## config.mk

```make
export PLATFORM = sky130hd
export DESIGN_NAME = sync_length_xor_packet_deframer
export DESIGN_NICKNAME = d
export VERILOG_FILES = /design/src/design/slxd_pkg.sv /design/src/design/slxd_front.sv /design/src/design/slxd_back.sv /design/src/design/sync_length_xor_packet_deframer.sv
export SDC_FILE = /design/constraint.sdc
export NUM_CORES = 1
export LEC_CHECK = 0
export BUFFER_PORTS_ARGS = -buffer_cell sky130_fd_sc_hd__buf_2
export CAP_MARGIN = 20
export CORE_UTILIZATION = 39
export CTS_BUF_LIST = sky130_fd_sc_hd__clkbuf_8
export DETAILED_ROUTE_END_ITERATION = 8
export HOLD_SLACK_MARGIN = 0.06
export PLACE_DENSITY_LB_ADDON = 0.1
export SYNTH_ARGS = -nofsm -noshare
export SYNTH_HDL_FRONTEND = slang
export SYNTH_SLANG_ARGS = --single-unit
```

## constraint.sdc

```tcl
create_clock -name clk_i -period 4.24 [get_ports clk_i]
set_clock_uncertainty 0.05 [all_clocks]
set_input_delay 0.212 -clock clk_i [delete_from_list [all_inputs] [get_ports clk_i]]
set_output_delay 0.212 -clock clk_i [all_outputs]
set_load 0.1 [all_outputs]
```

## src/design/slxd_pkg.sv

```systemverilog
// ----------------------------------------------------------------------------
// slxd_pkg: shared constants and types for the sync/length/XOR deframer
// Window geometry, sync bytes and the front-to-back command record.
// ----------------------------------------------------------------------------
package slxd_pkg;

  localparam int unsigned WinDepth = 64;
  localparam int unsigned WinAw    = $clog2(WinDepth);
  localparam int unsigned WinCw    = WinAw + 1;
  localparam int unsigned MaxData  = 59;
  localparam logic [7:0]  Sync0    = 8'hAA;
  localparam logic [7:0]  Sync1    = 8'h14;

  // One entry of the front-to-back queue: a received byte.
  typedef struct packed {
    logic [7:0] data;
  } slxd_cmd_t;

  localparam int unsigned QDepth = 4;
  localparam int unsigned QAw    = $clog2(QDepth);

endpackage

```

## src/design/slxd_front.sv

```systemverilog
// ----------------------------------------------------------------------------
// slxd_front: input queue
// Accepts received bytes and holds them in a short queue for the scanner.
// ----------------------------------------------------------------------------
module slxd_front (
  input  logic                clk_i,
  input  logic                rst_ni,
  input  logic                in_valid_i,
  output logic                in_ready_o,
  input  logic [7:0]          rx_byte_i,
  output logic                q_valid_o,
  input  logic                q_ready_i,
  output slxd_pkg::slxd_cmd_t q_cmd_o
);
  import slxd_pkg::*;

  slxd_cmd_t            mem_q [QDepth];
  logic [QAw-1:0]       wr_q, rd_q;
  logic [QAw:0]         cnt_q;
  logic                 push, pop;

  assign in_ready_o = (cnt_q != (QAw+1)'(QDepth)) ? 1'b1 : 1'b0;
  assign push       = in_valid_i & in_ready_o;
  assign q_valid_o  = (cnt_q != '0);
  assign pop        = q_valid_o & q_ready_i;
  assign q_cmd_o    = mem_q[rd_q];

  // Queue storage
  always_ff @(posedge clk_i) begin
    if (push) begin
      mem_q[wr_q].data <= rx_byte_i;
    end
  end

  // Pointers and fill count
  always_ff @(posedge clk_i or negedge rst_ni) begin
    if (!rst_ni) begin
      wr_q  <= '0;
      rd_q  <= '0;
      cnt_q <= '0;
    end else begin
      if (push) wr_q <= wr_q + QAw'(1);
      if (pop)  rd_q <= rd_q + QAw'(1);
      cnt_q <= cnt_q + (QAw+1)'(push) - (QAw+1)'(pop);
    end
  end

endmodule

```

## src/design/slxd_back.sv

```systemverilog
// ----------------------------------------------------------------------------
// slxd_back: window scanner
// Stores bytes in the window memory, hunts for sync, checks the XOR sums
// over cycles and streams verified packets out.
// ----------------------------------------------------------------------------
module slxd_back (
  input  logic                clk_i,
  input  logic                rst_ni,
  input  logic                q_valid_i,
  output logic                q_ready_o,
  input  slxd_pkg::slxd_cmd_t q_cmd_i,
  output logic                out_valid_o,
  input  logic                out_ready_i,
  output logic [7:0]          pkt_byte_o,
  output logic                pkt_first_o,
  output logic                pkt_last_o
);
  import slxd_pkg::*;

  // Scanner states
  localparam logic [2:0] StIdle  = 3'd0;
  localparam logic [2:0] StRd    = 3'd1;  // issue read of byte at offset
  localparam logic [2:0] StChk   = 3'd2;  // evaluate read byte
  localparam logic [2:0] StEmitR = 3'd3;  // issue read for output
  localparam logic [2:0] StEmitW = 3'd4;  // load output register

  logic [7:0]        win_q [WinDepth];
  logic [7:0]        rd_data_q;
  logic [WinAw-1:0]  rd_addr;
  logic              rd_en;

  logic [2:0]        st_q, st_d;
  logic [WinAw-1:0]  head_q, head_d;
  logic [WinCw-1:0]  count_q, count_d;
  logic [WinCw-1:0]  k_q, k_d;      // offset being examined
  logic [7:0]        len_q, len_d;
  logic [7:0]        c0_q, c0_d, c1_q, c1_d;
  logic [WinCw-1:0]  total;
  logic              ov_q, ov_d;
  logic [7:0]        ob_q, ob_d;
  logic              of_q, of_d, ol_q, ol_d;
  logic              wr_en;
  logic [WinAw-1:0]  wr_addr;

  assign total = WinCw'(len_q) + WinCw'(5);
  assign q_ready_o = (st_q == StIdle);
  assign wr_en = q_valid_i & q_ready_o;
  assign wr_addr = head_q + count_q[WinAw-1:0];
  assign rd_addr = head_q + k_q[WinAw-1:0];
  assign rd_en = (st_q == StRd) || (st_q == StEmitR);

  // Window memory, registered read
  always_ff @(posedge clk_i) begin
    if (wr_en) win_q[wr_addr] <= q_cmd_i.data;
    if (rd_en) rd_data_q <= win_q[rd_addr];
  end

  // Scan sequencer
  always_comb begin
    st_d = st_q; head_d = head_q; count_d = count_q; k_d = k_q;
    len_d = len_q; c0_d = c0_q; c1_d = c1_q;
    ov_d = ov_q; ob_d = ob_q; of_d = of_q; ol_d = ol_q;
    if (ov_q && out_ready_i) ov_d = 1'b0;
    unique case (st_q)
      StIdle: begin
        if (wr_en) begin
          count_d = count_q + WinCw'(1);
          k_d = '0;
          st_d = StRd;
        end
      end
      StRd: begin
        // wait for enough bytes, else read offset k
        if (k_q >= count_q) st_d = StIdle;
        else st_d = StChk;
      end
      StChk: begin
        st_d = StRd;
        k_d = k_q + WinCw'(1);
        if (k_q == WinCw'(0)) begin
          c0_d = rd_data_q; c1_d = '0;
          if (rd_data_q != Sync0) begin
            head_d = head_q + WinAw'(1); count_d = count_q - WinCw'(1);
            k_d = '0;
          end
        end else if (k_q == WinCw'(1)) begin
          c1_d = rd_data_q;
          if (rd_data_q != Sync1) begin
            head_d = head_q + WinAw'(1); count_d = count_q - WinCw'(1);
            k_d = '0;
          end
        end else if (k_q == WinCw'(2)) begin
          len_d = rd_data_q;
          c0_d = c0_q ^ rd_data_q;
          if (rd_data_q > 8'(MaxData)) begin
            head_d = head_q + WinAw'(1); count_d = count_q - WinCw'(1);
            k_d = '0;
          end else if (count_q < WinCw'(rd_data_q) + WinCw'(5)) begin
            // packet not complete yet: wait for more bytes
            st_d = StIdle;
          end
        end else if (k_q < WinCw'(len_q) + WinCw'(3)) begin
          if (k_q[0]) c1_d = c1_q ^ rd_data_q;
          else c0_d = c0_q ^ rd_data_q;
        end else if (k_q == WinCw'(len_q) + WinCw'(3)) begin
          if (rd_data_q != c0_q) begin
            head_d = head_q + WinAw'(1); count_d = count_q - WinCw'(1);
            k_d = '0;
          end
        end else begin
          if (rd_data_q != c1_q) begin
            head_d = head_q + WinAw'(1); count_d = count_q - WinCw'(1);
          end else begin
            st_d = StEmitR;
          end
          k_d = '0;
        end
      end
      StEmitR: begin
        if (!ov_q || out_ready_i) st_d = StEmitW;
        else k_d = k_q;
      end
      StEmitW: begin
        ov_d = 1'b1; ob_d = rd_data_q;
        of_d = (k_q == WinCw'(0));
        ol_d = (k_q + WinCw'(1) == total);
        if (ol_d) begin
          head_d = head_q + total[WinAw-1:0];
          count_d = count_q - total;
          k_d = '0;
          st_d = StRd;
        end else begin
          k_d = k_q + WinCw'(1);
          st_d = StEmitR;
        end
      end
      default: st_d = StIdle;
    endcase
  end

  always_ff @(posedge clk_i or negedge rst_ni) begin
    if (!rst_ni) begin
      st_q <= StIdle; head_q <= '0; count_q <= '0; k_q <= '0;
      ov_q <= 1'b0;
    end else begin
      st_q <= st_d; head_q <= head_d; count_q <= count_d; k_q <= k_d;
      ov_q <= ov_d;
    end
  end

  always_ff @(posedge clk_i) begin
    len_q <= len_d; c0_q <= c0_d; c1_q <= c1_d;
    ob_q <= ob_d; of_q <= of_d; ol_q <= ol_d;
  end

  assign out_valid_o = ov_q;
  assign pkt_byte_o  = ob_q;
  assign pkt_first_o = of_q;
  assign pkt_last_o  = ol_q;

endmodule

```

## src/design/sync_length_xor_packet_deframer.sv

```systemverilog
// The queue storage holds each byte until the scanner is idle; each window
// byte examined takes a memory read and a check, each emitted byte a read and
// an output load. A byte that only extends a partial packet costs an idle
// state and three header reads; one window memory read port sets the rate.
// Reset: rst_ni clears the queue, window head and count; window data is not
// cleared.
// ----------------------------------------------------------------------------
// sync_length_xor_packet_deframer: top level
// Front queue of received bytes feeding the window scanner.
// ----------------------------------------------------------------------------
module sync_length_xor_packet_deframer (
  input  logic       clk_i,
  input  logic       rst_ni,
  input  logic       in_valid_i,
  output logic       in_ready_o,
  input  logic [7:0] rx_byte_i,
  output logic       out_valid_o,
  input  logic       out_ready_i,
  output logic [7:0] pkt_byte_o,
  output logic       pkt_first_o,
  output logic       pkt_last_o
);
  import slxd_pkg::*;

  logic      q_valid, q_ready;
  slxd_cmd_t q_cmd;

  slxd_front u_front (
    .clk_i, .rst_ni, .in_valid_i, .in_ready_o, .rx_byte_i,
    .q_valid_o(q_valid), .q_ready_i(q_ready), .q_cmd_o(q_cmd)
  );

  slxd_back u_back (
    .clk_i, .rst_ni, .q_valid_i(q_valid), .q_ready_o(q_ready), .q_cmd_i(q_cmd),
    .out_valid_o, .out_ready_i, .pkt_byte_o, .pkt_first_o, .pkt_last_o
  );

endmodule

```

# Word level (Yosys, flattened, before mapping)
# Memories as Yosys holds them, arrays and structs flattened. A register that Yosys moved wholly into a read port is not among the register bits.
# Cells that the tools add are included.
# W data, S select, Z words.
[word_totals]
register_bits = 64
ramBits = 544
inputBits = 12
out_inout_bits = 12
elab_cells = 152
n_memories = 2
[memory_table]
columns = ["memory", "depth", "word_bits", "read_ports", "rd_clocked_by_memory_dff", "wr", "line_no", "source"]
rows = [
  ["u_back.win_q", 64, 8, 1, 1, 1, "slxd_back.sv:27", "logic [7:0] win_q [WinDepth];"],
  ["u_front.mem_q", 4, 8, 1, 0, 1, "slxd_front.sv:17", "slxd_cmd_t mem_q [QDepth];"],
]
[classes]
n_addsub = 15
order_cmp = 4
n_eq_ne = 25
mux = 66
bitwise_logic = 6
reduce_logical = 20
[op_table]
columns = ["operator", "n"]
rows = [
  ["$mux W7", 23],
  ["$mux W8", 9],
  ["$mux W6", 11],
  ["$pmux W7 S3", 2],
  ["$mux W3", 8],
  ["$add A6 B6 Y6", 3],
  ["$ne A8 B8 Y1", 2],
  ["$xor A8 B8 Y8", 2],
  ["$pmux W3 S5", 1],
  ["$reduce_bool A3 Y1", 5],
  ["$add A7 B1 Y7 const B", 2],
  ["$add A7 B3 Y7 const B", 2],
  ["$eq A7 B7 Y1", 2],
  ["$lt A7 B7 Y1", 2],
  ["$pmux W6 S2", 1],
  ["$reduce_and A4 Y1", 3],
  ["$reduce_and A9 Y1", 1],
  ["$gt A8 B6 Y1 const B", 1],
  ["$mux W1", 8],
  ["$ne A8 B5 Y1 const B", 1],
  ["$ne A8 B8 Y1 const B", 1],
  ["$reduce_and A8 Y1", 1],
  ["$add A7 B2 Y7 const B", 1],
  ["$eq A7 B1 Y1 const B", 1],
  ["30 further kinds", 43],
]

# Depth between registers and ports, before layout
# Gate-level depths: netlist of the first run.
[depth]
ltp_word = 8
depth_mapped = 15
ltp_nobuf = 14

# By module
# Synthesis of the first run repeated with hierarchy kept, for this count alone.
[hier_totals]
hier_cells = 1377
area_unflattened_um2 = 26075.0
[by_module_without_submodules]
columns = ["module", "instances", "cells_each", "area_each_um2", "seq_area_each_um2"]
rows = [
  ["slxd_back", 1, 1294, 24445.9, 17206.5],
  ["slxd_front", 1, 83, 1629.1, 1136.1],
]

# Worst setup path after synthesis of the first run
# Ideal clock, no wire load.
[synth_path]
kind = "register to register"
from = "reg u_back.k_q[0]"
to = "reg u_back.rd_data_q[0], read port of u_back.win_q (data pin)"
setup_ns = 0.270
arrival_time_ns = 3.161
t_required_ns = 3.920
setup_slack_ns = 0.759
path_stages_with_launch = 10
n_path_buf = 3
period_less_slack_ns = 3.481
cell_sequence = "dfrtp_1 > ha_1 > fa_1 > clkbuf_1 > clkbuf_1 > clkbuf_1 > mux4_2 > mux4_2 > mux2i_1 > a21oi_1"
[synth_between]
elab_chain_len = 1
[synth_lines]
columns = ["element", "line_no", "source"]
rows = [
  ["start, declared", "slxd_back.sv:35", "logic [WinCw-1:0] k_q, k_d;"],
  ["start signal, assigned", "slxd_back.sv:143", "st_q <= StIdle; head_q <= '0; count_q <= '0; k_q <= '0;"],
  ["start signal, assigned", "slxd_back.sv:146", "st_q <= st_d; head_q <= head_d; count_q <= count_d; k_q <= k_d;"],
  ["$add A6 B6 Y6", "slxd_back.sv:49", "assign rd_addr = head_q + k_q[WinAw-1:0];"],
  ["end, declared", "slxd_back.sv:28", "logic [7:0] rd_data_q;"],
]
# Every way passes these cells.
# A chain may end at the register's enable or synchronous reset.

# Final worst setup path of the first run
[layout_path]
from = "reg u_back.k_q[0]"
to = "reg u_back.rd_data_q[4], read port of u_back.win_q (data pin)"
# Same word-level chain as after synthesis.

==> out/qor.csv, run 1 <==
metric;value;unit
layout_net_count;1625;
drv_slew;0;
detailedRoute.firstIterationViolations;955;
use_met3;0.0336;
grtUsageTotal;0.195;
die_w;260;um
tightest_slew;1.08;ns
synthCells;1353;
timing.hold.worst.class;primary input to asynchronous set/reset pin;
ys_seq_area_frac;0.707;
postRouteAntennaNets;0;
finalWirelength;63.6;mm
synth_top_area_frac;0.678;
post_drt_wl_per_cell;25.4;um
final_min_period_over_clock_period;0.941;
yosysWarnings;0;
yosys_register_bits;616;
adder_cell_area_share_of_the_yosys_netlist;0.0309;
synth_largest_area_cell;sky130_fd_sc_hd__edfxtp_1;
cp.arrival;4.35;ns
yosys_most_used_dff;sky130_fd_sc_hd__edfxtp_1;
post_synthesis_async_set_or_reset_flop_share;0.0503;
max-vdd-ir-drop;0.000497;V
core-area;65700;um2
syn_nets;1426;
cts.htree.levels;3;
cts.sink_count;616;
stdcell_area;29900;um2
layout-drive-gt1-share;0.278;
cts_max_path_buffers;3;
final_hold_fails;0;
kind_of_end_point_of_the_critical_path;flop;
grt_util_met2;0.323;
final-setup-viol-count;0;
ys_types;59;
startpoint_type;flop;
maxSlewHeadroom;0.278;
clock_transition_time_at_the_flip_flop_clock_pins_of_the_worst_setup_and_hold_paths;0.06;ns
muxShareOfSynthArea;0.154;
critical_path_data_required_time;4.60;ns
chipHeight;260;um
setup_repair_after_global_routing_missed_its_margin;false;
final.min_clock_period;3.99;ns
postSynthAreaPerCell;19.2;um2
fin_tns_setup;0;ns
floorplan.initialDensity;0.394;
antenna_found_initial;1;
cts_tree;done;
io_buffer_count;23;
cts_buffers;105;
synth_enable_flop_cells;585;
power_per_cell_area;857;nW/um2
dp_slack;0.0668;ns
grt_first_pass_wirelength;94.8;mm
worstSkewPairLatency;0.70;ns
post_synth_xor_area_fraction;0.0300;
cell_types_occupying_the_most_area_after_synthesis;sky130_fd_sc_hd__edfxtp_1 68%, sky130_fd_sc_hd__mux4_2 15%, sky130_fd_sc_hd__dfrtp_1 3.0%, sky130_fd_sc_hd__ha_1 2.7%, sky130_fd_sc_hd__xnor2_1 1.7%;
grt_most_used_layer;met2;
grt_start_max_net_pins;65;
via_count_of_the_first_global_routing_pass;14000;
vias_after_detailed_routing;13200;
fp.dieArea;67500;um2
yosys.area_share.simple;0.0385;
timing.final.ws_setup;0.249;ns
timing_worst_setup_path_type;flop to flop;
dp_hpwl;39.7;mm
gpl.final_weighted_congestion;0.811;
timing.fmax;251;MHz
syn2layout_area_growth;15.5;%
outcome;finished clean;
synthesis.area;25900;um2
grt-ovfl-total;0;
vias_per_cell;5.29;
crit_path_max_fanout;41;
cts.root.buffer_cell;sky130_fd_sc_hd__clkbuf_8;
power.leakage;10.3;nW
top_level_port_count;24;
synth_compound_area_frac;0.0249;
drcViolationCount;0;
floorplan.rows;94;
drtPass1Iterations;5;
drv_cap;0;
dpl_cell_area;27900;um2
largest_family_of_logic_cells_by_synthesized_area;multiplexers;
grt_util_met1;0.262;
[worst paths after layout]
check                                                 to  slack, ns  depth (start not counted)                           from
max reg2reg                u_back.rd_data_q[4]$_DFFE_PP_       0.25                          8      u_back.k_q[0]$_DFFE_PN0P_
min in group clk_i         u_front.mem_q[3][5]$_DFFE_PP_       0.22                          2                   rx_byte_i[5]
min                        u_back.count_q[0]$_DFFE_PN0P_       0.11                          2                         rst_ni
max                        u_back.rd_data_q[4]$_DFFE_PP_       0.25                          8      u_back.k_q[0]$_DFFE_PN0P_
max in group asynchronous      u_back.k_q[4]$_DFFE_PN0P_       3.52                          2                         rst_ni
min reg2reg                u_back.count_q[6]$_DFFE_PN0P_       0.46                          1  u_back.count_q[6]$_DFFE_PN0P_
[layer usage]
metal  wire, um  part of all wire
met1      27700              0.44
met2      31700              0.50
met3       2500             0.039
met4       1710             0.027
met5          0                 0
[Yosys cell counts, drive strengths merged (4+ instances only)]
| cell | number |
|---|---|
| edfxtp | 585 |
| mux4 | 168 |
| nor2 | 99 |
| ha | 56 |
| nand2 | 52 |
| xnor2 | 50 |
| xor2 | 38 |
| clkbuf | 35 |
| inv | 32 |
| dfrtp | 31 |
| a21oi | 28 |
| buf | 20 |
| o21ai | 18 |
| nand3 | 16 |
| mux2i | 15 |
| a21o | 14 |
| nand4 | 11 |
| nor2b | 11 |
| a211oi | 10 |
| and3 | 8 |
| fa | 5 |
| mux2 | 5 |
| nor4 | 5 |
| and2 | 4 |
[sequential cells by signal, indices dropped and copies added, names as in the netlist, 2 cells and up]
signal             flops
u_back.c0_q            8
u_back.c1_q            8
u_back.count_q         7
u_back.head_q          6
u_back.k_q             7
u_back.len_q           7
u_back.pkt_byte_o      8
u_back.rd_data_q       8
u_back.st_q            3
u_back.win_q         512
u_front.cnt_q          3
u_front.mem_q         32
u_front.rd_q           2
u_front.wr_q           2
[critical path, stage by stage, from the launching register on]
cell	delay, ns
sky130_fd_sc_hd__dfrtp_1	0.51
sky130_fd_sc_hd__ha_4	0.23
sky130_fd_sc_hd__fa_4	0.82
sky130_fd_sc_hd__buf_12	0.28
sky130_fd_sc_hd__buf_12	0.22
sky130_fd_sc_hd__mux4_2	0.31
sky130_fd_sc_hd__mux4_2	0.52
sky130_fd_sc_hd__a211oi_1	0.62
sky130_fd_sc_hd__a21oi_1	0.09
[report_power, final]
part	total [mW]	internal (mW)	switching [mW]
Combinational	11.7	4.96	6.78
Clock	4.94	2.56	2.37
Sequential	8.96	8.43	0.530
[per-stage QoR]
stage / hold WS, ns / instances / util / power [mW]
final: 0.106 / 2503 / 0.455 / 25.6
after global routing: 0.114 / 2503 / 0.455 / 27.0
after CTS: 0.0779 / 2502 / 0.455 / 26.1
after detailed placement: 0.310 / 2298 / 0.424 / 21.0
after global placement: 0.305 / 2298 / 0.424 / 21.0
after floorplan: -0.134 / 1353 / - / 16.6
[layout by cell type (no fill, tap or decap), types with 18 or more instances in the layout]
cell type	instances
sky130_fd_sc_hd__xnor2_1	46
sky130_fd_sc_hd__nor2_1	99
sky130_fd_sc_hd__mux4_2	168
sky130_fd_sc_hd__ha_1	55
sky130_fd_sc_hd__nand2_1	52
sky130_fd_sc_hd__inv_1	68
sky130_fd_sc_hd__edfxtp_1	585
sky130_fd_sc_hd__buf_2	23
sky130_fd_sc_hd__a21oi_1	26
sky130_fd_sc_hd__buf_4	105
sky130_fd_sc_hd__xor2_1	38
sky130_fd_sc_hd__clkbuf_8	109
sky130_fd_sc_hd__clkinv_1	27
sky130_fd_sc_hd__dfrtp_1	31
sky130_fd_sc_hd__o21ai_0	18
[logic make-up after synthesis]
kind of cell,Yosys count
flops,616
simple gates,219
mux,188
compound gates,93
xor+xnor,88
buf+inv,88
fa+ha+maj,61
[area by class of cell]
type / instances / area (um2)
repair buffers: 147 / 1170
well taps: 864 / 1080
clock inverters: 84 / 435
clock buffers: 109 / 1500
inverters: 33 / 124
fillers: 5595 / 35800
flip-flops and latches: 616 / 18300
multi-input cells: 649 / 7280
diodes: 1 / 2.50
[what timing repair did]
item | CTS | global route
resized for setup | 0 | 1
setup buffers | 0 | 0
hold buffers | 11 | 0
endpoints found under the setup margin | 0 | 1
endpoints found under the hold margin | 70 | 0
No activity file was read; power rests on OpenSTA's default activity.
==> run 2, diff against run 1 <==
- CORE_ASPECT_RATIO: unset -> 0.7
- CORE_MARGIN: unset -> 5
==> run 2 against run 1 <==
Global-route usage shrank 1.0 points. Final area is 0.25% lower. Utilization down 0.38 points. Combinational power about the same. Routed wire length increased by 3.7%. Critical path depth unchanged. Maximum frequency is 2.1% lower. Non-clock buffer count is 13 higher. Final cell count up 0.56%. Via count is 2.0% higher. First-iteration DRC count increased by 34%. Critical endpoint is now u_back.rd_data_q[1]$_DFFE_PP_.
==> out/qor.csv, run 2 (synthesis gave the netlist of run 1 again) <==
metric;value;unit;change
core-area;66100;um2;was 65700 um2
chipHeight;226;um;was 260 um
critical_path_depth;8;;unchanged
top_level_port_count;24;;unchanged
setup_repair_after_global_routing_missed_its_margin;false;;unchanged
syn2layout_area_growth;15.2;%;was 15.5%
drv_slew;0;;unchanged
timing_worst_setup_path_type;flop to flop;;unchanged
via_count_of_the_first_global_routing_pass;13800;;was 14000
finalWirelength;66.0;mm;was 63.6 mm
drcViolationCount;0;;unchanged
outcome;finished clean;;unchanged
layout-drive-gt1-share;0.277;;was 0.278
grt_start_max_net_pins;65;;unchanged
floorplan.rows;79;;was 94
cpMostUsedCell;sky130_fd_sc_hd__mux4_2;;
critPathSlowestCell;sky130_fd_sc_hd__fa_4;;unchanged
fin_cells;2517;;was 2503
postRouteAntennaNets;0;;unchanged
biggestRegsByFlops;u_back.win_q: 512 flops, u_front.mem_q: 32 flops;;unchanged
startpoint_type;flop;;unchanged
registers.top_by_ff_count;u_back.win_q;;unchanged
post_drt_wl_per_cell;26.2;um;was 25.4 um
cts_max_path_buffers;3;;unchanged
timing.critical_path.buf_inv;1;;was 2
dp_hpwl;41.7;mm;was 39.7 mm
regArea;18300;um2;unchanged
fin_tns_setup;0;ns;unchanged
io_buffer_count;23;;unchanged
timing.hold.worst.class;primary input to flop;;was primary input to asynchronous set/reset pin
tightest_slew;1.05;ns;was 1.08 ns
cts.sink_count;616;;unchanged
kind_of_end_point_of_the_critical_path;flop;;unchanged
worst_hold_path.num_cells;2;;
power_per_cell_area;852;nW/um2;was 857 nW/um2
maxUsedRoutingLayer;met4;;unchanged
antenna_found_initial;3;;was 1
cts.root.buffer_cell;sky130_fd_sc_hd__clkbuf_8;;unchanged
timing.fmax;245;MHz;was 251 MHz
maxSlewHeadroom;0.295;;was 0.278
power.leakage;10.1;nW;was 10.3 nW
die_w;318;um;was 260 um
grt-ovfl-total;0;;unchanged
wirelength_met1;33.1;mm;was 27.7 mm
max-vdd-ir-drop;0.000749;V;was 0.000497 V
layout_net_count;1627;;was 1625
final_hold_fails;0;;unchanged
route.met3.wl;4.21;mm;was 2.50 mm
crit_path_cell_trace;ha_4, fa_4, buf_4, mux4_2, mux4_2, nor2b_1, a211oi_1, a21oi_1;;was ha_4, fa_4, buf_12, buf_12, mux4_2, mux4_2, a211oi_1, a21oi_1
clock_transition_time_at_the_flip_flop_clock_pins_of_the_worst_setup_and_hold_paths;0.06;ns;about the same
drtPass1Iterations;5;;unchanged
r2r.worst_path.cells;8;;unchanged
detailedRoute.firstIterationViolations;1278;;was 955
place_inst;2335;;was 2298
cts_tree;done;;unchanged
multi_input_area;7300;um2;was 7280 um2
timing.critical_path.slowest_cell_delay;1.03;ns;was 0.82 ns
vias_after_detailed_routing;13500;;was 13200
fp.dieArea;71800;um2;was 67500 um2
final-setup-viol-count;0;;unchanged
grt_first_pass_wirelength;97.0;mm;was 94.8 mm
cts_buffers;94;;was 105
layout.cells.most_common_list;585 x sky130_fd_sc_hd__edfxtp_1, 168 x sky130_fd_sc_hd__mux4_2, 113 x sky130_fd_sc_hd__buf_4, 99 x sky130_fd_sc_hd__nor2_1, 95 x sky130_fd_sc_hd__clkbuf_8;;was 585 x sky130_fd_sc_hd__edfxtp_1, 168 x sky130_fd_sc_hd__mux4_2, 109 x sky130_fd_sc_hd__clkbuf_8, 105 x sky130_fd_sc_hd__buf_4, 99 x sky130_fd_sc_hd__nor2_1
final.min_clock_period;4.08;ns;was 3.99 ns
vias_per_cell;5.37;;was 5.29
cp.arrival;4.42;ns;was 4.35 ns
final_min_period_over_clock_period;0.961;;was 0.941
grtUsageTotal;0.185;;was 0.195
worstSkewPairLatency;0.70;ns;about the same
met2_length;27.7;mm;was 31.7 mm
cp_top_family;adder cells;;unchanged
drv_cap;0;;unchanged
gpl.final_weighted_congestion;0.823;;was 0.811
critical_path_data_required_time;4.59;ns;was 4.60 ns
crit_path_max_fanout;15;;was 41
mostFrequentLayoutCell;sky130_fd_sc_hd__edfxtp_1;;unchanged
floorplan.initialDensity;0.392;;was 0.394
cts.htree.levels;3;;unchanged
largest_reg_flops;512;;unchanged
layout.filler_cells;5703;;was 5595
-- run 2: cell types whose count changed in the layout (fill, tap and decap cells not counted), sizes merged --
cell         change
clkinvlp         +3
dlygate4sd3      +2
buf             +11
clkbuf          -14
inv             -16
diode            +1
-- run 2: routing by layer --
layer | vias up | track usage
li1 | 5839 | -
met1 | 7153 | 0.299
met2 | 442 | 0.257
met3 | 80 | 0.0378
met4 | 0 | 0.0405
met5 | - | 0
-- run 2: repair_timing --
item	CTS	global route
hold buffers	13	0
endpoints found under the setup margin	1	0
hold endpoints to repair	83	0
gates resized for setup	1	0
setup buffers	0	0
-- run 2: metrics by stage --
step / total power, mW / setup slack (ns) / hold WS (ns) / utilization / cell area (um2)
2_1_floorplan: 16.6 / 0.759 / -0.134 / - / 25900
3_3_place_gp: 21.0 / 0.0550 / 0.310 / 0.424 / 28000
3_5_place_dp: 21.1 / 0.0301 / 0.307 / 0.424 / 28000
4_1_cts: 25.8 / 0.151 / 0.143 / 0.451 / 29900
5_1_grt: 26.9 / 0.0566 / 0.172 / 0.452 / 29900
6_report: 25.5 / 0.164 / 0.219 / 0.452 / 29900
-- run 2: area by class of cell --
| cell class | instances | share of cell area |
|---|---|---|
| Antenna cell | 2 | 0.000168 |
| Sequential cell | 616 | 0.614 |
| Tap cell | 891 | 0.0373 |
| Clock inverter | 71 | 0.0127 |
| Multi-Input combinational cell | 649 | 0.244 |
| Inverter | 33 | 0.00415 |
| Clock buffer | 95 | 0.0438 |
| Timing Repair Buffer | 160 | 0.0435 |
-- run 2: worst paths after layout --
check | slack, ns | startpoint | to
setup / recovery | 0.16 | u_back.head_q[0]$_DFFE_PN0P_ | u_back.rd_data_q[1]$_DFFE_PP_
hold / removal | 0.22 | rx_byte_i[7] | u_front.mem_q[3][7]$_DFFE_PP_
setup reg to reg | 0.16 | u_back.head_q[0]$_DFFE_PN0P_ | u_back.rd_data_q[1]$_DFFE_PP_
hold reg to reg | 0.48 | u_back.count_q[6]$_DFFE_PN0P_ | u_back.count_q[6]$_DFFE_PN0P_
max in group asynchronous | 2.13 | rst_ni | u_front.wr_q[1]$_DFFE_PN0P_
min in group asynchronous | 0.52 | rst_ni | u_front.rd_q[1]$_DFFE_PN0P_
-- run 2: report_power, final --
part           total, mW  leakage [nW]  internal, mW  switching (mW)
Combinational       12.0          3.54          5.09            6.87
Clock               4.59         0.937          2.27            2.32
Sequential          8.91          5.66          8.43           0.480
Total               25.5          10.1          15.8            9.68
